--- config.mk ---
export PLATFORM = sky130hd
export DESIGN_NAME = uart_rx_tx_byte_fifos
export DESIGN_NICKNAME = d
export VERILOG_FILES = /design/src/rtl/core/uxf_pkg.sv /design/src/rtl/core/uxf_ring.sv /design/src/rtl/core/uart_rx_tx_byte_fifos.sv
export SDC_FILE = /design/constraint.sdc
export NUM_CORES = 2
export LEC_CHECK = 0
export BUFFER_PORTS_ARGS = -buffer_cell sky130_fd_sc_hd__buf_4
export CAP_MARGIN = 0
export CORE_MARGIN = 3
export CORE_UTILIZATION = 25
export CTS_CLUSTER_DIAMETER = 150
export DETAILED_ROUTE_END_ITERATION = 16
export SKIP_CTS_REPAIR_TIMING = 1
export SYNTH_ARGS = -nofsm -noshare
export SYNTH_HDL_FRONTEND = slang
export SYNTH_SLANG_ARGS = --single-unit
--- constraint.sdc ---
create_clock -name clk -period 4.7 [get_ports clk]
set_input_delay 0 -clock clk [delete_from_list [all_inputs] [get_ports clk]]
set_output_delay 0 -clock clk [all_outputs]
set_load 0.02 [all_outputs]
--- src/rtl/core/uxf_pkg.sv ---
// shared types and constants for the serial port byte fifos
package uxf_pkg;

	// width of a fill count on the result side
	localparam int unsigned FILL_W = 9;

	// operation codes
	localparam logic [2:0] OP_LINE_RX   = 3'd0;
	localparam logic [2:0] OP_POP_RX    = 3'd1;
	localparam logic [2:0] OP_PEEK_RX   = 3'd2;
	localparam logic [2:0] OP_PUSH_TX   = 3'd3;
	localparam logic [2:0] OP_TX_READY  = 3'd4;
	localparam logic [2:0] OP_TX_STATUS = 3'd5;

	// input transaction payload
	typedef struct packed {
		logic [2:0] op;
		logic [7:0] data_byte;
		logic [7:0] peek_offset;
		logic       tx_busy_request;
	} item_t;

	// result transaction payload
	typedef struct packed {
		logic [7:0]        read_byte;
		logic              accepted;
		logic              send_valid;
		logic [7:0]        send_byte;
		logic              tx_kick;
		logic [FILL_W-1:0] rx_fill;
		logic [FILL_W-1:0] tx_fill;
	} result_t;

	// requests into one ring fifo, already qualified by acceptance
	typedef struct packed {
		logic push;
		logic pop;
		logic peek;
	} ring_req_t;

endpackage

--- src/rtl/core/uxf_ring.sv ---
// byte ring fifo with head, tail, fill count, storage and a peek read port
module uxf_ring #(
	parameter int unsigned DEPTH = 256
) (
	input  logic                      clk,
	input  logic                      arst_n,
	input  uxf_pkg::ring_req_t        req,
	input  logic [7:0]                wdata,
	input  logic [7:0]                offset,
	output logic                      ok,
	output logic [7:0]                rdata_q,
	output logic [uxf_pkg::FILL_W-1:0] count_next
);
	import uxf_pkg::*;

	localparam int unsigned PW = (DEPTH > 1) ? $clog2(DEPTH) : 1;
	localparam int unsigned CW = $clog2(DEPTH + 1);
	localparam logic [PW-1:0] LAST_PTR = PW'(DEPTH - 1);
	localparam logic [PW:0]   DEPTH_W  = (PW + 1)'(DEPTH);
	localparam logic [CW-1:0] DEPTH_C  = CW'(DEPTH);

	logic [7:0]    mem [DEPTH];
	logic [PW-1:0] head_q;
	logic [PW-1:0] tail_q;
	logic [CW-1:0] count_q;
	logic [CW-1:0] count_d;
	logic [PW:0]   peek_sum;
	logic [PW:0]   peek_wrap;
	logic [PW-1:0] raddr;
	logic          can_push;
	logic          can_pop;
	logic          can_peek;
	logic          do_push;
	logic          do_pop;
	logic          do_read;

	// occupancy checks
	assign can_push = (count_q < DEPTH_C);
	assign can_pop  = (count_q != '0);
	assign can_peek = ({1'b0, offset} < FILL_W'(count_q));

	assign do_push = req.push & can_push;
	assign do_pop  = req.pop & can_pop;
	assign do_read = do_pop | (req.peek & can_peek);

	assign ok = do_push | do_pop | (req.peek & can_peek);

	// peek address, head plus offset wrapped once at depth
	assign peek_sum  = {1'b0, head_q} + (PW + 1)'(offset);
	assign peek_wrap = (peek_sum >= DEPTH_W) ? (peek_sum - DEPTH_W) : peek_sum;
	assign raddr     = req.pop ? head_q : peek_wrap[PW-1:0];

	// fill count after this transaction
	always_comb begin
		count_d = count_q;
		if (do_push) begin
			count_d = count_q + CW'(1);
		end else if (do_pop) begin
			count_d = count_q - CW'(1);
		end
	end
	assign count_next = FILL_W'(count_d);

	// pointers and count
	always_ff @(posedge clk or negedge arst_n) begin
		if (!arst_n) begin
			head_q  <= '0;
			tail_q  <= '0;
			count_q <= '0;
		end else begin
			count_q <= count_d;
			if (do_push) begin
				tail_q <= (tail_q == LAST_PTR) ? '0 : tail_q + PW'(1);
			end
			if (do_pop) begin
				head_q <= (head_q == LAST_PTR) ? '0 : head_q + PW'(1);
			end
		end
	end

	// storage write
	always_ff @(posedge clk) begin
		if (do_push) begin
			mem[tail_q] <= wdata;
		end
	end

	// storage read, held until the next read
	always_ff @(posedge clk) begin
		if (do_read) begin
			rdata_q <= mem[raddr];
		end
	end

endmodule

--- src/rtl/core/uart_rx_tx_byte_fifos.sv ---
// Serial port receive and transmit byte fifos: one transaction in per cycle.
// After its transaction is accepted, a result passes the fifo update and
// storage read, then the output register.
// Throughput: one transaction per cycle, limited only by result stall.
// Reset clears pointers, counts, the transmit-active flag and stage valids;
// fifo storage is not cleared.
module uart_rx_tx_byte_fifos #(
	parameter int unsigned DEPTH = 256
) (
	input  logic             clk,
	input  logic             arst_n,
	input  logic             item_valid,
	output logic             item_stall,
	input  uxf_pkg::item_t   item,
	output logic             result_valid,
	input  logic             result_stall,
	output uxf_pkg::result_t result
);
	import uxf_pkg::*;

	ring_req_t         rx_req;
	ring_req_t         tx_req;
	logic              rx_ok;
	logic              tx_ok;
	logic [7:0]        rx_rdata_q;
	logic [7:0]        tx_rdata_q;
	logic [FILL_W-1:0] rx_count_next;
	logic [FILL_W-1:0] tx_count_next;
	logic              accept;
	logic              move_s1;
	logic              kick;
	logic              tx_active_q;

	logic              valid_s1;
	logic              rd_sel_s1;
	logic              acc_s1;
	logic              sv_s1;
	logic              kick_s1;
	logic [FILL_W-1:0] rx_fill_s1;
	logic [FILL_W-1:0] tx_fill_s1;
	logic              valid_s2;
	result_t           result_s2;

	// handshake: stage one moves when the output register is free or draining
	assign move_s1    = valid_s1 & (~valid_s2 | ~result_stall);
	assign item_stall = valid_s1 & ~move_s1;
	assign accept     = item_valid & ~item_stall;

	// decode into fifo requests
	always_comb begin
		rx_req = '0;
		tx_req = '0;
		if (accept) begin
			case (item.op)
				OP_LINE_RX:  rx_req.push = 1'b1;
				OP_POP_RX:   rx_req.pop  = 1'b1;
				OP_PEEK_RX:  rx_req.peek = 1'b1;
				OP_PUSH_TX:  tx_req.push = 1'b1;
				OP_TX_READY: tx_req.pop  = 1'b1;
				default:     ;
			endcase
		end
	end

	uxf_ring #(.DEPTH(DEPTH)) u_rx_ring (
		.clk        (clk),
		.arst_n     (arst_n),
		.req        (rx_req),
		.wdata      (item.data_byte),
		.offset     (item.peek_offset),
		.ok         (rx_ok),
		.rdata_q    (rx_rdata_q),
		.count_next (rx_count_next)
	);

	uxf_ring #(.DEPTH(DEPTH)) u_tx_ring (
		.clk        (clk),
		.arst_n     (arst_n),
		.req        (tx_req),
		.wdata      (item.data_byte),
		.offset     (8'd0),
		.ok         (tx_ok),
		.rdata_q    (tx_rdata_q),
		.count_next (tx_count_next)
	);

	// transmit kick when sending is requested while idle
	assign kick = accept & (item.op == OP_TX_STATUS) & ~tx_active_q & item.tx_busy_request;

	// transmit-active flag
	always_ff @(posedge clk or negedge arst_n) begin
		if (!arst_n) begin
			tx_active_q <= 1'b0;
		end else if (accept) begin
			if (item.op == OP_TX_STATUS) begin
				tx_active_q <= item.tx_busy_request;
			end else if (tx_req.pop & ~tx_ok) begin
				tx_active_q <= 1'b0;
			end
		end
	end

	// stage one valid
	always_ff @(posedge clk or negedge arst_n) begin
		if (!arst_n) begin
			valid_s1 <= 1'b0;
		end else if (accept) begin
			valid_s1 <= 1'b1;
		end else if (move_s1) begin
			valid_s1 <= 1'b0;
		end
	end

	// stage one payload, fifo read data sits in the ring registers
	always_ff @(posedge clk) begin
		if (accept) begin
			rd_sel_s1  <= (rx_req.pop | rx_req.peek) & rx_ok;
			acc_s1     <= (rx_req.push | rx_req.pop | rx_req.peek) ? rx_ok
				: (tx_req.push & tx_ok);
			sv_s1      <= tx_req.pop & tx_ok;
			kick_s1    <= kick;
			rx_fill_s1 <= rx_count_next;
			tx_fill_s1 <= tx_count_next;
		end
	end

	// output register valid
	always_ff @(posedge clk or negedge arst_n) begin
		if (!arst_n) begin
			valid_s2 <= 1'b0;
		end else if (move_s1) begin
			valid_s2 <= 1'b1;
		end else if (~result_stall) begin
			valid_s2 <= 1'b0;
		end
	end

	// output register payload
	always_ff @(posedge clk) begin
		if (move_s1) begin
			result_s2.read_byte  <= rd_sel_s1 ? rx_rdata_q : 8'd0;
			result_s2.accepted   <= acc_s1;
			result_s2.send_valid <= sv_s1;
			result_s2.send_byte  <= sv_s1 ? tx_rdata_q : 8'd0;
			result_s2.tx_kick    <= kick_s1;
			result_s2.rx_fill    <= rx_fill_s1;
			result_s2.tx_fill    <= tx_fill_s1;
		end
	end

	assign result_valid = valid_s2;
	assign result       = result_s2;

endmodule
==> flow_metrics.env <==
export IMPL_firstDrtPassIters=8
export IMPL_syn_area_per_cell_um2=18.4
export IMPL_r2r_start="result_valid$_DFFE_PN0P_"
export IMPL_antenna_left=0
export IMPL_synth_ff_type="edfxtp_1"
export IMPL_post_route_util_pct=29.4
export IMPL_max_freq_mhz=217
export IMPL_rows=299
export IMPL_tightestPinTransition_ps=1250
export IMPL_syn_cell_area_um2=167000
export IMPL_cp_max_fo=11
export IMPL_grt_max_degree=158
export IMPL_p_total_w=0.106
export IMPL_maxCapViolCount=0
export IMPL_r2r_cells=10
export IMPL_status="complete, no violations"
export IMPL_ys_warn_count=0
export IMPL_insertion_delay_ps=1010
export IMPL_synthAdderAreaFrac_pct=0.229
export IMPL_endpoint_kind="flip-flop"
export IMPL_regToRegSetupSlack_ps=90
export IMPL_place_gp_congestion=0.872
export IMPL_place_hpwl_mm=299
export IMPL_die_h_um=823
export IMPL_grt_ovfl_total=0
export IMPL_min_from="item[19]"
export IMPL_syn2layout_area_growth_pct=17.1
export IMPL_synth_seq_cells=4224
export IMPL_cts_sinks=4224
export IMPL_final_max_slew_violation_count=0
export IMPL_core_um2=664000
export IMPL_max_vdd_ir_drop_mv=0.530
export IMPL_nets=9725
export IMPL_min_path_cells=5
export IMPL_yosysUniqueCellTypes=92
export IMPL_crit_type="reg -> reg"
export IMPL_cts_buffer_depth=4
export IMPL_drtIter0Drc=12300
export IMPL_cts_root_buffer="clkbuf_16"
export IMPL_synth_compound_area_share_pct=4.19
export IMPL_arrival_ps=5330
export IMPL_port_buffer_count=62
export IMPL_drcViolationCount=0
export IMPL_cts_max_level=5
export IMPL_worstReg2RegEnd="u_rx_ring.rdata_q[2]$_DFFE_PP_"
export IMPL_power_density_nw_per_um2=542
export IMPL_final_hold_viol_count=0
export IMPL_fin_crit_sh_pct=98.1
export IMPL_fin_skew_ps=90.8
export IMPL_grt_use_total_pct=13.5
export IMPL_synth_top_family_by_area="multiplexers"
export IMPL_async_flop_share_pct=1.25
export IMPL_pre_cts_slack_ps=-70.2
export IMPL_slew_headroom_pct=14.8
export IMPL_cts_tree="built"
export IMPL_routed_via_density=4.83
export IMPL_numCtsBuffers=397
export IMPL_final_layout_size_suffix_gt1_share_pct=22.2
export IMPL_rsz0062_at_grt="false"
export IMPL_p_leak_nw=60.8
export IMPL_initial_core_util_pct=25.1
export IMPL_wl_per_cell_um=25.3
export IMPL_holdPathEnd="sv_s1$_DFFE_PN_"
export IMPL_final_setup_tns_ps=0
export IMPL_fin_ws_ps=88.0
export IMPL_io_pins=63
export IMPL_synth_fp_nets=9134
export IMPL_dr_total_vias=91300
export IMPL_grt_pass1_vias=89400
export IMPL_design_area_um2=195000
export IMPL_die_x_um=823
export IMPL_muxShareOfSynthArea_pct=12.0
export IMPL_place_area_um2=182000
export IMPL_synthXorXnorAreaFrac_pct=0.184
export IMPL_clk_pin_slew_ps=70
export IMPL_yosys_area_share_simple_pct=5.70
export IMPL_synth_edf_count=4171
export IMPL_routed_wl_mm=479
export IMPL_grt_pass1_wl_mm=680
export IMPL_fin_crit_ps=4610
export IMPL_ys_seq_area_share_pct=75.8
export IMPL_cp_start_kind="flip-flop"
export IMPL_holdCritPathClass="in -> reg"
export IMPL_die_area_um2=678000
export IMPL_final_setup_viol_count=0
export IMPL_grt_antenna_before_repair=18
export IMPL_syn_inst=9080
export IMPL_critPathRequiredTime_ps=5420
## worst max-delay path, cell delays in order, from the launching register on
cell	delay, ps
dfrtp_1	430
nand3_1	280
inv_2	340
nor2_2	160
o31a_2	580
buf_4	270
nor2_2	950
a221o_1	280
o21bai_1	140
or4b_1	660
nor4bb_1	190
## metrics by stage
step           hold slack (ps)  std cells
2_1_floorplan             -296       9080
3_3_place_gp             -53.9      18100
3_5_place_dp             -56.5      18100
4_1_cts                  -1140      18900
5_1_grt                   51.6      18900
6_report                  40.6      18900
## Yosys cell counts, types with 11 or more instances
master,instances,area share (%)
a2111oi_0,18,0.094
a211oi_1,160,0.72
a21o_1,12,0.054
a21oi_1,136,0.41
a221oi_1,43,0.23
a22oi_1,23,0.10
a311oi_1,80,0.42
a31o_2,12,0.063
a31oi_1,92,0.34
a32o_1,13,0.078
a32oi_1,92,0.48
and2_1,22,0.082
and3_1,146,0.55
buf_1,41,0.092
buf_2,203,0.61
buf_4,54,0.24
buf_6,19,0.13
clkbuf_1,257,0.58
dfrtp_1,53,0.79
edfxtp_1,4171,75
ha_1,29,0.22
inv_1,29,0.065
mux2_2,34,0.23
mux2i_1,229,1.4
mux4_1,15,0.24
mux4_2,756,10
nand2_1,900,2.0
nand2b_1,27,0.10
nand3_1,317,0.95
nand4_1,47,0.18
nor2_1,595,1.3
nor2b_1,14,0.052
nor3_1,27,0.081
nor4_1,26,0.097
o21ai_0,131,0.39
o221ai_1,20,0.10
o22ai_1,35,0.13
or4_1,11,0.049
xnor2_1,27,0.14
## cells by family (layout without fill, tap and decap cells)
group	after synthesis	count (layout)
AOI/OAI and AO/OA	971	971
xor gates and xnor gates	35	35
adders and majority gates	30	30
buffers and inverters	614	1545
DFF	4224	4224
muxes	1034	1034
other	0	12
and+or+nand+nor	2172	2172
## sequential cells by signal (all words and copies together), names as in the netlist, 8 cells and up
register	count
u_rx_ring.tail_q	8
u_tx_ring.count_q	9
u_rx_ring.mem	2048
u_tx_ring.rdata_q	8
rx_fill_s1	9
u_rx_ring.count_q	9
tx_fill_s1	9
u_rx_ring.head_q	8
u_tx_ring.tail_q	8
u_rx_ring.rdata_q	8
u_tx_ring.head_q	8
result	37
u_tx_ring.mem	2048
## how the worst max path moves through the flow
| stage | endpoint | slack, ps | cells past startpoint | startpoint |
|---|---|---|---|---|
| 2_1_floorplan | result[0]$_DFFE_PP_ | 1020 | 1 | result_valid$_DFFE_PN0P_ |
| 3_3_place_gp | u_rx_ring.rdata_q[6]$_DFFE_PP_ | -30 | 13 | u_rx_ring.head_q[0]$_DFFE_PN0P_ |
| 3_5_place_dp | u_rx_ring.rdata_q[6]$_DFFE_PP_ | -70 | 11 | result_valid$_DFFE_PN0P_ |
| 4_1_cts | u_rx_ring.rdata_q[6]$_DFFE_PP_ | -110 | 11 | result_valid$_DFFE_PN0P_ |
| 5_1_grt | u_rx_ring.rdata_q[3]$_DFFE_PP_ | 3 | 13 | u_rx_ring.head_q[0]$_DFFE_PN0P_ |
| 6_report | u_rx_ring.rdata_q[2]$_DFFE_PP_ | 90 | 10 | result_valid$_DFFE_PN0P_ |
## report_power, final
group | total [W] | leakage, nW | switching, W | internal (W)
sequential | 0.0421 | 38.2 | 0.000445 | 0.0417
combinational | 0.0320 | 16.4 | 0.0198 | 0.0122
clock | 0.0319 | 6.21 | 0.0144 | 0.0175
## placed cells by master, fill, tap and decap left out, drive strengths merged, types with 45 or more instances in the layout
| cell | netlist | final |
|---|---|---|
| nand4 | 47 | 47 |
| a211oi | 160 | 160 |
| a21oi | 136 | 136 |
| a311oi | 80 | 80 |
| a32oi | 92 | 92 |
| mux2i | 229 | 229 |
| clkbuf | 257 | 482 |
| o21ai | 133 | 133 |
| and3 | 147 | 147 |
| nand2 | 901 | 901 |
| nor2 | 599 | 599 |
| dfrtp | 53 | 53 |
| a31oi | 92 | 92 |
| nand3 | 318 | 318 |
| edfxtp | 4171 | 4171 |
| clkinv | 0 | 200 |
| mux4 | 771 | 771 |
| a221oi | 45 | 45 |
| buf | 327 | 755 |
## area by class of cell
cell class / instances / area, µm²
tap: 8879 / 11100
fill: 64700 / 469000
clock inverter: 257 / 2320
antenna: 12 / 30.0
sequential: 4224 / 127000
multi-input combinational: 4242 / 37700
inverter: 30 / 113
clock buffer: 482 / 10400
timing repair buffer: 776 / 7230
## routing by layer
layer	share of wire, %	GRT usage [%]	vias to the layer above
met5	0.018	0	-
met4	3.9	4.73	12
met3	8.7	2.57	857
met2	46	21.2	4432
met1	41	18.9	48000
li1	-	-	38000
Note: power is estimated with default switching activity, not from simulation.
